File: config.mk
export PLATFORM = sky130hd
export DESIGN_NAME = histogram_entropy_top
export DESIGN_NICKNAME = d
export VERILOG_FILES = /design/src/rtl/core/hent_pkg.sv /design/src/rtl/core/hent_mul.sv /design/src/rtl/core/hent_div.sv /design/src/rtl/core/histogram_entropy_top.sv
export VERILOG_INCLUDE_DIRS = /design/src /design/src/rtl/core
export SDC_FILE = /design/constraint.sdc
export NUM_CORES = 2
export LEC_CHECK = 0
export BUFFER_PORTS_ARGS = -buffer_cell sky130_fd_sc_hd__buf_2
export CELL_PAD_IN_SITES_DETAIL_PLACEMENT = 0
export CELL_PAD_IN_SITES_GLOBAL_PLACEMENT = 2
export CORE_MARGIN = 2
export CORE_UTILIZATION = 46
export CTS_CLUSTER_SIZE = 8
export DETAILED_ROUTE_END_ITERATION = 6
export PLACE_DENSITY = 0.95
export REMOVE_ABC_BUFFERS = 1
export SYNTH_ARGS = -nofsm -noshare
export SYNTH_HDL_FRONTEND = slang
export SYNTH_SLANG_ARGS = --single-unit
File: constraint.sdc
create_clock -name clk -period 24 [get_ports clk]
set_input_delay 4.8 -clock clk [delete_from_list [all_inputs] [get_ports clk]]
set_output_delay 4.8 -clock clk [all_outputs]
set_load 0.01 [all_outputs]
File: src/rtl/core/histogram_entropy_top_defines.svh
// Assertion macros used by the RTL of the histogram entropy block.
`ifndef HISTOGRAM_ENTROPY_TOP_DEFINES_SVH
`define HISTOGRAM_ENTROPY_TOP_DEFINES_SVH

// Same-cycle implication, disabled while reset is asserted.
`define HE_ASSERT_IMP(label, clk, rst_n, ante, cons) \
	label: assert property (@(posedge clk) disable iff (!(rst_n)) (ante) |-> (cons)) \
		else $error("implication check failed");

// Next-cycle implication, disabled while reset is asserted.
`define HE_ASSERT_NEXT(label, clk, rst_n, ante, cons) \
	label: assert property (@(posedge clk) disable iff (!(rst_n)) (ante) |=> (cons)) \
		else $error("next-cycle check failed");

`endif

File: src/rtl/core/hent_pkg.sv
`timescale 1ns / 1ps
`default_nettype none

package hent_pkg;

	localparam int MAX_BINS   = 1024;
	localparam int FRAC_BITS  = 24;

	localparam int BIN_W      = 24;
	localparam int ENT_W      = 30;
	localparam int TOT_W      = 34;
	localparam int SUM_W      = 64;
	localparam int BINS_W     = $clog2(MAX_BINS + 1);
	localparam int POS_W      = $clog2(TOT_W);
	localparam int NORM_STEPS = POS_W;
	localparam int STEP_W     = $clog2(NORM_STEPS);
	localparam int CNT_W      = $clog2(FRAC_BITS + 1);
	localparam int LOG_W      = POS_W + FRAC_BITS;
	localparam int MANT_W     = 32;
	localparam int MUL_W      = 32;
	localparam int PROD_W     = 2 * MUL_W;
	localparam int DCNT_W     = $clog2(SUM_W);

	localparam int S_TDATA_W  = 24;
	localparam int M_TDATA_W  = 32;
	localparam int M_TUSER_W  = 2;

	typedef enum logic [2:0] {
		ST_IDLE,
		ST_NORM,
		ST_LOG,
		ST_MULC,
		ST_ACC,
		ST_FINAL,
		ST_DIVWAIT,
		ST_EMIT
	} seq_state_t;

	typedef struct packed {
		logic             en;
		logic [MUL_W-1:0] a;
		logic [MUL_W-1:0] b;
	} mul_req_t;

	typedef struct packed {
		logic             start;
		logic [SUM_W-1:0] dividend;
		logic [TOT_W-1:0] divisor;
	} div_req_t;

	typedef struct packed {
		logic busy;
		logic q_valid;
	} div_stat_t;

endpackage

`default_nettype wire

File: src/rtl/core/hent_mul.sv
`timescale 1ns / 1ps
`default_nettype none

module hent_mul (
	input  wire                    clk,
	input  wire hent_pkg::mul_req_t req,
	output logic [hent_pkg::PROD_W-1:0] prod
);
	import hent_pkg::*;

	logic [PROD_W-1:0] prod_q;

	always_ff @(posedge clk) begin
		if (req.en) begin
			prod_q <= {{(PROD_W-MUL_W){1'b0}}, req.a} * {{(PROD_W-MUL_W){1'b0}}, req.b};
		end
	end

	assign prod = prod_q;

endmodule

`default_nettype wire

File: src/rtl/core/hent_div.sv
`timescale 1ns / 1ps
`default_nettype none

module hent_div (
	input  wire                          clk,
	input  wire                          arst_n,
	input  wire hent_pkg::div_req_t      req,
	output hent_pkg::div_stat_t          stat,
	output logic [hent_pkg::SUM_W-1:0]   quot
);
	import hent_pkg::*;

	logic              busy_q;
	logic              qv_q;
	logic [DCNT_W-1:0] cnt_q;
	logic [SUM_W-1:0]  dvd_q;
	logic [TOT_W-1:0]  rem_q;
	logic [TOT_W-1:0]  dvs_q;
	logic [TOT_W:0]    trial;
	logic [TOT_W:0]    diff;
	logic              ge;

	// One quotient bit per cycle by restoring division.
	assign trial = {rem_q, dvd_q[SUM_W-1]};
	assign diff  = trial - {1'b0, dvs_q};
	assign ge    = (trial >= {1'b0, dvs_q});

	always_ff @(posedge clk or negedge arst_n) begin
		if (!arst_n) begin
			busy_q <= 1'b0;
			qv_q   <= 1'b0;
			cnt_q  <= '0;
		end else if (req.start) begin
			busy_q <= 1'b1;
			qv_q   <= 1'b0;
			cnt_q  <= '0;
		end else if (busy_q) begin
			cnt_q <= cnt_q + 1'b1;
			if (cnt_q == DCNT_W'(SUM_W - 1)) begin
				busy_q <= 1'b0;
				qv_q   <= 1'b1;
			end
		end
	end

	always_ff @(posedge clk) begin
		if (req.start) begin
			dvd_q <= req.dividend;
			dvs_q <= req.divisor;
			rem_q <= '0;
		end else if (busy_q) begin
			rem_q <= ge ? diff[TOT_W-1:0] : trial[TOT_W-1:0];
			dvd_q <= {dvd_q[SUM_W-2:0], ge};
		end
	end

	assign stat.busy    = busy_q;
	assign stat.q_valid = qv_q;
	assign quot         = dvd_q;

endmodule

`default_nettype wire

File: src/rtl/core/histogram_entropy_top.sv
`timescale 1ns / 1ps
`default_nettype none
`include "histogram_entropy_top_defines.svh"

// Channel   Direction  Payload                                    Transfer when
// s_*       in         tdata = bin_count, tlast = last_bin        s_tvalid && s_tready
// m_*       out        tdata = entropy_q24, tuser = flags         m_tvalid && m_tready
//
// A bin with a count of 0 or 1, or one beyond the bin limit, is taken without a log evaluation.
// A larger count goes through six normalising shift steps, one squaring per fraction bit
// on the shared 32 x 32 multiplier, then one multiply and one accumulate.
// After the last bin, the 64-step divider runs beside the log of the total. The
// asynchronous reset clears all accumulators and the valid flag of the output slot.
// The input is ready only while the sequencer idles; a result waiting on a stalled
// output blocks the next result but not the bins that come before it.

module histogram_entropy_top (
	input  wire                                clk,
	input  wire                                arst_n,
	input  wire                                s_tvalid,
	output logic                               s_tready,
	input  wire  [hent_pkg::S_TDATA_W-1:0]     s_tdata,  // [23:0] bin_count
	input  wire                                s_tlast,  // last_bin
	output logic                               m_tvalid,
	input  wire                                m_tready,
	output logic [hent_pkg::M_TDATA_W-1:0]     m_tdata,  // [29:0] entropy_q24, [31:30] zero
	output logic [hent_pkg::M_TUSER_W-1:0]     m_tuser   // [0] total_was_zero, [1] bin_overflow
);
	import hent_pkg::*;

	// Sequencer state and the accumulators of the current histogram.
	seq_state_t        state_q, state_nxt;
	logic [TOT_W-1:0]  tot_q;
	logic [SUM_W-1:0]  sum_q;
	logic [BINS_W-1:0] bins_q;
	logic              ovf_q;
	logic              last_q;
	logic              tot_sel_q;

	// Working registers of the log evaluation.
	logic [BIN_W-1:0]     c_q;
	logic [TOT_W-1:0]     x_q;
	logic [POS_W-1:0]     lz_q;
	logic [STEP_W-1:0]    step_q;
	logic [CNT_W-1:0]     cnt_q;
	logic [FRAC_BITS-1:0] frac_q;
	logic [ENT_W-1:0]     res_ent_q;
	logic                 res_zero_q;

	// Output slot.
	logic             m_tvalid_q;
	logic [ENT_W-1:0] out_ent_q;
	logic             out_zero_q;
	logic             out_ovf_q;

	mul_req_t          mul_req;
	logic [PROD_W-1:0] prod;
	div_req_t          div_req;
	div_stat_t         div_stat;
	logic [SUM_W-1:0]  quot;

	logic              accept;
	logic              bins_full;
	logic              out_free;
	logic              emit_load;
	logic [POS_W-1:0]  shamt;
	logic              hi_zero;
	logic [LOG_W-1:0]  lg;
	logic [MANT_W-1:0] mant_init;
	logic [MANT_W-1:0] mant_next;
	logic [ENT_W-1:0]  ent_val;

	hent_mul u_mul (
		.clk  (clk),
		.req  (mul_req),
		.prod (prod)
	);

	hent_div u_div (
		.clk    (clk),
		.arst_n (arst_n),
		.req    (div_req),
		.stat   (div_stat),
		.quot   (quot)
	);

	assign accept    = s_tvalid && s_tready;
	assign bins_full = (bins_q >= BINS_W'(MAX_BINS));
	assign out_free  = !m_tvalid_q || m_tready;

	// Binary search for the leading one: each step tries a shift half the size of the last.
	assign shamt   = POS_W'(1) << (STEP_W'(NORM_STEPS - 1) - step_q);
	assign hi_zero = ((x_q >> (TOT_W - int'(shamt))) == '0);

	// Once the top bit sits at the word's MSB, the mantissa is the top 32 bits; the
	// integer part of the log is the leading-one position.
	assign lg        = {POS_W'(TOT_W - 1) - lz_q, frac_q};
	assign mant_init = x_q[TOT_W-1 -: MANT_W];

	// A square of 2.0 or more shows as the product's top bit; the mantissa is then halved.
	assign mant_next = prod[PROD_W-1] ? prod[PROD_W-1 -: MANT_W] : prod[PROD_W-2 -: MANT_W];

	// Entropy is log2(N) minus the truncated quotient, clamped at zero.
	assign ent_val = (quot > SUM_W'(lg)) ? '0 : (ENT_W'(lg) - ENT_W'(quot));

	always_comb begin
		state_nxt = state_q;
		unique case (state_q)
			ST_IDLE: begin
				if (s_tvalid) begin
					if (!bins_full && (s_tdata > S_TDATA_W'(1))) begin
						state_nxt = ST_NORM;
					end else begin
						state_nxt = s_tlast ? ST_FINAL : ST_IDLE;
					end
				end
			end
			ST_NORM: begin
				if (step_q == STEP_W'(NORM_STEPS - 1)) begin
					state_nxt = ST_LOG;
				end
			end
			ST_LOG: begin
				if (cnt_q == CNT_W'(FRAC_BITS)) begin
					state_nxt = tot_sel_q ? ST_DIVWAIT : ST_MULC;
				end
			end
			ST_MULC: begin
				state_nxt = ST_ACC;
			end
			ST_ACC: begin
				state_nxt = last_q ? ST_FINAL : ST_IDLE;
			end
			ST_FINAL: begin
				state_nxt = (tot_q == '0) ? ST_EMIT : ST_NORM;
			end
			ST_DIVWAIT: begin
				if (div_stat.q_valid) begin
					state_nxt = ST_EMIT;
				end
			end
			ST_EMIT: begin
				if (out_free) begin
					state_nxt = ST_IDLE;
				end
			end
			default: begin
				state_nxt = ST_IDLE;
			end
		endcase
	end

	always_comb begin
		s_tready         = 1'b0;
		emit_load        = 1'b0;
		mul_req.en       = 1'b0;
		mul_req.a        = mant_init;
		mul_req.b        = mant_init;
		div_req.start    = 1'b0;
		div_req.dividend = sum_q;
		div_req.divisor  = tot_q;
		unique case (state_q)
			ST_IDLE: begin
				s_tready = 1'b1;
			end
			ST_LOG: begin
				mul_req.en = (cnt_q != CNT_W'(FRAC_BITS));
				if (cnt_q != '0) begin
					mul_req.a = mant_next;
					mul_req.b = mant_next;
				end
			end
			ST_MULC: begin
				mul_req.en = 1'b1;
				mul_req.a  = MUL_W'(c_q);
				mul_req.b  = MUL_W'(lg);
			end
			ST_FINAL: begin
				div_req.start = (tot_q != '0);
			end
			ST_EMIT: begin
				emit_load = out_free;
			end
			ST_NORM, ST_ACC, ST_DIVWAIT: begin
				s_tready = 1'b0;
			end
			default: begin
				s_tready = 1'b0;
			end
		endcase
	end

	always_ff @(posedge clk or negedge arst_n) begin
		if (!arst_n) begin
			state_q    <= ST_IDLE;
			tot_q      <= '0;
			sum_q      <= '0;
			bins_q     <= '0;
			ovf_q      <= 1'b0;
			last_q     <= 1'b0;
			tot_sel_q  <= 1'b0;
			m_tvalid_q <= 1'b0;
		end else begin
			state_q <= state_nxt;
			if (accept) begin
				last_q    <= s_tlast;
				tot_sel_q <= 1'b0;
				if (bins_full) begin
					ovf_q <= 1'b1;
				end else begin
					bins_q <= bins_q + 1'b1;
					tot_q  <= tot_q + TOT_W'(s_tdata);
				end
			end
			if (state_q == ST_ACC) begin
				sum_q <= sum_q + prod;
			end
			if (state_q == ST_FINAL) begin
				tot_sel_q <= 1'b1;
			end
			if (emit_load) begin
				tot_q      <= '0;
				sum_q      <= '0;
				bins_q     <= '0;
				ovf_q      <= 1'b0;
				m_tvalid_q <= 1'b1;
			end else if (m_tready) begin
				m_tvalid_q <= 1'b0;
			end
		end
	end

	always_ff @(posedge clk) begin
		if (accept) begin
			c_q    <= s_tdata;
			x_q    <= TOT_W'(s_tdata);
			lz_q   <= '0;
			step_q <= '0;
		end
		if (state_q == ST_NORM) begin
			if (hi_zero) begin
				x_q  <= x_q << shamt;
				lz_q <= lz_q + shamt;
			end
			step_q <= step_q + 1'b1;
			cnt_q  <= '0;
		end
		if (state_q == ST_LOG) begin
			cnt_q <= cnt_q + 1'b1;
			if (cnt_q != '0) begin
				frac_q <= {frac_q[FRAC_BITS-2:0], prod[PROD_W-1]};
			end
		end
		if (state_q == ST_FINAL) begin
			x_q        <= tot_q;
			lz_q       <= '0;
			step_q     <= '0;
			res_ent_q  <= '0;
			res_zero_q <= (tot_q == '0);
		end
		if ((state_q == ST_DIVWAIT) && div_stat.q_valid) begin
			res_ent_q <= ent_val;
		end
		if (emit_load) begin
			out_ent_q  <= res_ent_q;
			out_zero_q <= res_zero_q;
			out_ovf_q  <= ovf_q;
		end
	end

	assign m_tvalid = m_tvalid_q;
	assign m_tdata  = M_TDATA_W'(out_ent_q);
	assign m_tuser  = {out_ovf_q, out_zero_q};

	// The bin counter saturates at the limit; later bins only raise the overflow flag.
	`HE_ASSERT_IMP(a_bins_bounded, clk, arst_n, 1'b1, bins_q <= BINS_W'(MAX_BINS))
	// The sequencer waits on the divider only after having started it.
	`HE_ASSERT_IMP(a_divwait_started, clk, arst_n, state_q == ST_DIVWAIT, div_stat.busy || div_stat.q_valid)
	// Loading the output slot registers the result as valid, returns the sequencer to idle and clears the total.
	`HE_ASSERT_NEXT(a_emit_loads, clk, arst_n, emit_load, m_tvalid && (state_q == ST_IDLE) && (tot_q == '0))
	// An empty histogram always reports zero entropy.
	`HE_ASSERT_IMP(a_empty_zero, clk, arst_n, m_tvalid && m_tuser[0], m_tdata == '0)

endmodule

`default_nettype wire
Yosys cells after proc, flatten, opt, wreduce, memory -nomap -nowiden --
Index checks and enable logic that the tools add are counted.
Word-level totals: bits in registers 479, word-level logic and storage cells 146, input bits 29, output and inout bits 36
Cells by class: add/sub/neg operators 12, reduce and logical (&&, ||, !) cells 26, shifts and indexed selects 3, multipliers 1, magnitude comparators 4, eq/ne operators 17, mux-type cells 57
Operator list (count):
- two-way mux 64 bit | 5
- two-way mux 34 bit | 8
- case mux 65 bit (2 select lines) | 1
- two-way mux 30 bit | 3
- zero test 34 bit | 2
- adder 64 bit | 1
- greater-than comparator 64 x 30 -> 1 bit | 1
- multiplier 32 x 32 -> 64 bit | 1
- two-way mux 3 bit | 12
- greater-or-equal comparator 35 x 34 -> 1 bit | 1
- adder 34 x 24 -> 34 bit | 1
- nonzero test 34 bit | 1
- << shifter 34 x 6 -> 34 bit | 1
- >> shifter 34 x 32 -> 34 bit | 1
- subtractor 34 bit | 1
- two-way mux 11 bit | 3
- two-way mux 32 bit | 1
- two-way mux 6 bit | 5
- subtractor 30 bit | 1
- greater-than comparator 24 x 1 -> 1 bit, second input constant | 1
- case mux 3 bit (8 select lines) | 1
- nonzero test 2 bit | 10
- two-way mux 1 bit | 16
- equality test 3 bit, second input constant | 5
- other kinds (25) | 37

Longest topological paths before layout --
depth in word-level cells 8, depth in mapped cells 40

Modules after synthesis --
A second synthesis with hierarchy kept.
Second synthesis, totals: cells, all modules 7021, area, all modules 64747.1 µm²
Modules (own cells, without submodules):
- hent_mul | cells each 3818, seq. area each 1921.8 µm², area each 35545.3 µm², times used 1
- histogram_entropy_top | cells each 2497, seq. area each 7267.0 µm², area each 21416.8 µm², times used 1
- hent_div | cells each 706, seq. area each 3823.7 µm², area each 7785.0 µm², times used 1

Least setup slack after synthesis --
No wires, ideal clock.
path kind reg2reg, start point register cnt_q[0], end point register u_mul.prod_q[60] (netlist: u_mul.prod[60]), data pin, clock period less this slack 9.345 ns, cell stages (with the launch flop) 37, path buffers 4, setup slack 14.655 ns, data arrival time 9.080 ns, path through edfxtp_1 inv_1 ha_1 nand2b_1 nor3_1 or3_1 buf_2 buf_2 a21oi_1 nor2_1 clkinv_1 nand2_1 clkbuf_1 nand2_1 fa_1 inv_1 fa_1 fa_1 fa_1 fa_1 fa_1 fa_1 inv_1 fa_1 inv_1 ha_1 clkbuf_1 a21o_1 a21o_1 a21o_1 a211oi_2 a221o_1 o2bb2ai_1 a211oi_2 o31ai_2 and4_1 or3b_1
Between the ends: word-level cells in the longest chain between the ends 4
RTL lines:
- from (decl) | RTL line histogram_entropy_top.sv:45 | logic [CNT_W-1:0] cnt_q;
- from (signal assigned) | RTL line histogram_entropy_top.sv:249 | cnt_q <= cnt_q + 1'b1;
- nonzero test 5 bit | RTL line histogram_entropy_top.sv:168 | if (cnt_q != '0) begin
- two-way mux 64 bit | RTL line histogram_entropy_top.sv:168
- case mux 65 bit (2 select lines) | RTL line histogram_entropy_top.sv:162 | unique case (state_q)
- multiplier 32 x 32 -> 64 bit | RTL line hent_mul.sv:15 | prod_q <= {{(PROD_W-MUL_W){1'b0}}, req.a} * {{(PROD_W-MUL_W){1'b0}}, req.b};
- to (signal assigned) | RTL line hent_mul.sv:15
- to (decl) | RTL line hent_mul.sv:11 | logic [PROD_W-1:0] prod_q;
No other way between the ends. A chain may end at the register's enable or synchronous reset.

Worst setup path in the final report --
start point register state_q[1], end point register u_mul.prod_q[60] (netlist: u_mul.prod[60]), data pin
Between the ends: word-level cells in the longest chain between the ends 3
RTL lines:
- from (decl) | RTL line histogram_entropy_top.sv:32 | seq_state_t state_q, state_nxt;
- from (signal assigned) | RTL line histogram_entropy_top.sv:204 | state_q <= state_nxt;
- equality test 3 x 2 -> 1 bit | RTL line histogram_entropy_top.sv:162
- case mux 65 bit (2 select lines) (*) | RTL line histogram_entropy_top.sv:162
- multiplier 32 x 32 -> 64 bit (*) | RTL line hent_mul.sv:15
Mark *: on every way between the ends. The rest lies on a longest branch, timed or not.

==> summary by stage <==
Clocking
Counting every sink on the clock net gives 479. The total CTS buffers is 71. Once the clock tree was built, the setup fixing pass inserted 0 buffers. The clock transition at the registers of the reported paths is 0.05 ns. CTS placed an instance of clkbuf_16 at the clock tree root.

The clock latency of the later-clocked register in the worst-skew pair is 0.68 ns. The depth of the CTS H-tree is 3. The number of hold buffers added after CTS was 0.

TritonCTS built the clock tree. The longest clock path from root to sink contains 3 buffers. Post-CTS repair changed the size of 0 cells.

Drt
The detailed router finished its first iteration with 5,399 violations. For this run, the detailed router's first-pass iteration total came to 7. The mean routed wirelength per cell is 26.6 µm. In the routed design, unresolved DRC markers number 0. The post-detailed-route via-to-cell ratio is 5.93.

The number of nets with antenna violations after detailed routing is 0. The detailed-route wire length is 235,000 µm. The routed layout has 52,300 vias.

Status
The checks that failed: capacitance limit, slew limit. The flow ran to the end, but the final reports show violations.

Placement
Buffers placed on the I/O ports in this run total 62. The congestion estimate from routability-driven global placement came to 1.01. The final HPWL from detailed placement is 181,000 µm.

Worst setup path
The type of origin of the critical path is a register. The end of the worst register-to-register path is u_mul.prod[60]. The type of the setup path with the least slack is reg -> reg.

The most frequent cell on the critical path is fa_1. The critical path buffer and inverter count is 6. The cell family contributing the most delay on the critical path is adder cells.

The maximum fanout along the worst path is 23. The cell with the largest stage delay on the worst path is inv_1. The launching element of the worst setup path is state_q[1]. For the worst setup path, the data required time is 24.39 ns. The worst reg2reg path depth is 31. The reg-to-reg setup timing slack is 12.54 ns.

The startpoint of the worst-slack reg-to-reg timing path is state_q[1]. STA classifies the critical path endpoint as a register. The data arrival time of the critical path is 11.85 ns.

The highest cell delay on the worst timing path is 0.88 ns.

Logic synthesis
By area, the combinational part of the netlist is dominated by adder cells. Of the post-synthesis cell area, the part taken by muxes is 2.52%. The biggest area contributor in the post-synthesis netlist is fa_1. Sorting the synthesized cells by area gives the leading types as fa_1 (29%), edfxtp_1 (13%), ha_1 (9.1%). The synthesis-stage register bit count is 479. After synthesis, flip-flops and latches occupy 20.6% of the total area.

The synthesized netlist devotes 37.6% of its cell area to adder and majority cells. The synthesized netlist occupies a cell area of 0.0631 mm². In the synthesized netlist, the number of instances is 7,083. In this run, distinct cell masters in the synthesized netlist total 95. Summing the areas of all compound-gate instances in the mapped netlist gives 12.3% of the synthesized area.

The flip-flop cell with the highest count after synthesis is edfxtp_1. The fraction of synthesized cell area taken by the top area cell type is 28.6%. After Yosys synthesis, XOR and XNOR cells account for 2.78% of the synthesized area. The average instance in the mapped netlist occupies 8.91 µm². The simple-gate share of the synthesized area is 15.3%. During synthesis, Yosys emitted a total of 0 warnings.

The fraction of registers with async set/reset is 25.9%. The count of flip-flops with a built-in enable after synthesis is 280.

Timing
The sum of negative setup slack is 0 ns. In this run the tightest slew margin relative to its limit is -1.23%. The number of endpoints with negative hold slack in the final report came to 0.

Setup repair after global routing left no endpoint under its margin. The measured slew at the worst slew-check pin is 1.52 ns. The share of the cycle needed by the critical path after routing is 47.7%. Setup violations remaining at the end of the flow were counted as 0. For the finished layout, the period the worst path requires is 11.46 ns. The total count of max-transition violations in the final report was 14.

The worst-case clock skew is 0.0370 ns. The maximum clock frequency is 0.0873 GHz.

Layout
The area growth from synthesis to final layout is 7.19%. For this run, the post-layout net count is 8,372. The post-route netlist has 5.18% of its cells at a drive strength greater than 1.

Hold path
Counting instances, the worst hold path has a depth of 0. The hold path startpoint is res_ent_q[21]. The worst hold path belongs to the class reg -> reg. For hold timing, the worst endpoint is out_ent_q[21].

Global route
The number of global-route vias before repair is 53,200. Global routing consumed, on the met3 layer, 7.26% of the routing resources. The busiest layer in global routing is met2. The first global-routing pass estimated 351,000 µm of wire. The initial antenna violation count was 9. Entering global routing, the biggest net connects 91 pins. Global routing used 42.4% of the available met1 tracks. For this run the aggregate overflow at the end of global routing stands at 0. The overall track demand over capacity in global routing is 33.9%.

Global routing consumed, on the met2 layer, 53.1% of the routing resources.

Floorplan
The initial standard-cell utilization of the core is 46.4%. The vertical extent of the die is 374 µm. For this design the top-level I/O count stands at 65. After floorplanning, the core was divided into 135 placement rows. The core footprint is 0.136 mm². From left edge to right edge, the die measures 374 µm. The die outline area is 0.140 mm².

Flow run
The number of violations of the max-capacitance limit is 1.
## how the worst max path moves through the flow
stage	end	slack (ns)	depth (start not counted)
6_report	u_mul.prod[60]	12.54	31
5_1_grt	u_mul.prod[60]	12.04	28
4_1_cts	u_mul.prod[60]	12.62	31
3_5_place_dp	u_mul.prod[60]	12.66	31
3_3_place_gp	u_mul.prod[60]	12.78	31
2_1_floorplan	u_mul.prod[60]	9.02	27
## metrics by stage
| stage | worst slack [ns] | utilization (%) | std cells | area [µm²] | hold slack (ns) |
|---|---|---|---|---|---|
| 2_1_floorplan | 9.02 | - | 6719 | 61600 | 0.400 |
| 3_3_place_gp | 12.78 | 48.1 | 8694 | 65400 | 0.402 |
| 3_5_place_dp | 12.66 | 48.1 | 8694 | 65400 | 0.405 |
| 4_1_cts | 12.62 | 49.8 | 8825 | 67600 | 0.412 |
| 5_1_grt | 12.04 | 49.8 | 8825 | 67600 | 0.422 |
| 6_report | 12.54 | 49.8 | 8831 | 67600 | 0.412 |
## cells in the final DEF, fill, tap and decap left out, drive strengths merged, types with 75 or more instances in the layout
cell type	synthesis	layout
inv	1095	1095
fa	900	900
nand2	863	863
nor2	803	803
ha	457	457
o21ai	310	310
a21oi	295	295
edfxtp	280	280
buf	55	194
mux2i	153	153
nand3	144	144
dfrtp	124	124
clkbuf	309	123
xnor2	113	113
a21o	105	105
xor2	87	87
dfxtp	75	75
## Yosys cell counts, types with 36 or more instances
| library cell | instances |
|---|---|
| clkbuf_1 | 309 |
| nor3_1 | 73 |
| dfxtp_1 | 75 |
| inv_1 | 1090 |
| a21o_1 | 105 |
| fa_1 | 900 |
| dfrtp_1 | 124 |
| o21a_1 | 45 |
| nor2b_1 | 36 |
| nand2b_1 | 66 |
| o211ai_1 | 59 |
| ha_1 | 457 |
| edfxtp_1 | 280 |
| nand2_1 | 862 |
| o21ai_0 | 281 |
| a31oi_1 | 37 |
| xnor2_1 | 113 |
| nand3_1 | 143 |
| nor2_1 | 802 |
| xor2_1 | 87 |
| and3_1 | 39 |
| a21oi_1 | 294 |
| mux2i_1 | 153 |
| o31ai_1 | 46 |
## area by class of cell
class                      count  area (µm²)
antenna                        6        15.0
clock buffer                 123        2040
fill                       13000       68200
inverter                    1099        4130
sequential                   479       13000
clock inverter                 8         174
timing repair buffer         194        1310
multi-input combinational   5141       44700
tap                         1781        2230
## registers in the layout (all words and copies together) (netlist names), 24 cells and up
signal       cells
u_div.rem_q     34
u_div.quot      64
x_q             34
out_ent_q       30
frac_q          24
u_div.dvs_q     34
c_q             24
u_mul.prod      64
sum_q           64
tot_q           34
res_ent_q       30
## per-layer routing
metal / wire [µm] / vias to the layer above
met2: 105000 / 2412
met4: 18700 / 6
met1: 90600 / 26200
met5: 42 / -
met3: 20500 / 796
li1: - / 22900
## cell families after synthesis
kind of cell / count (synthesis)
muxes: 156
AOI/OAI and AO/OA: 1200
xor gates and xnor gates: 200
and+or+nand+nor: 2226
adders and majority gates: 1357
buffers and inverters: 1464
DFF: 479
other: 1
Power is left out: the tool's default activity adds up to more than one toggle a clock period on the data nets, which glitch-free logic cannot reach.
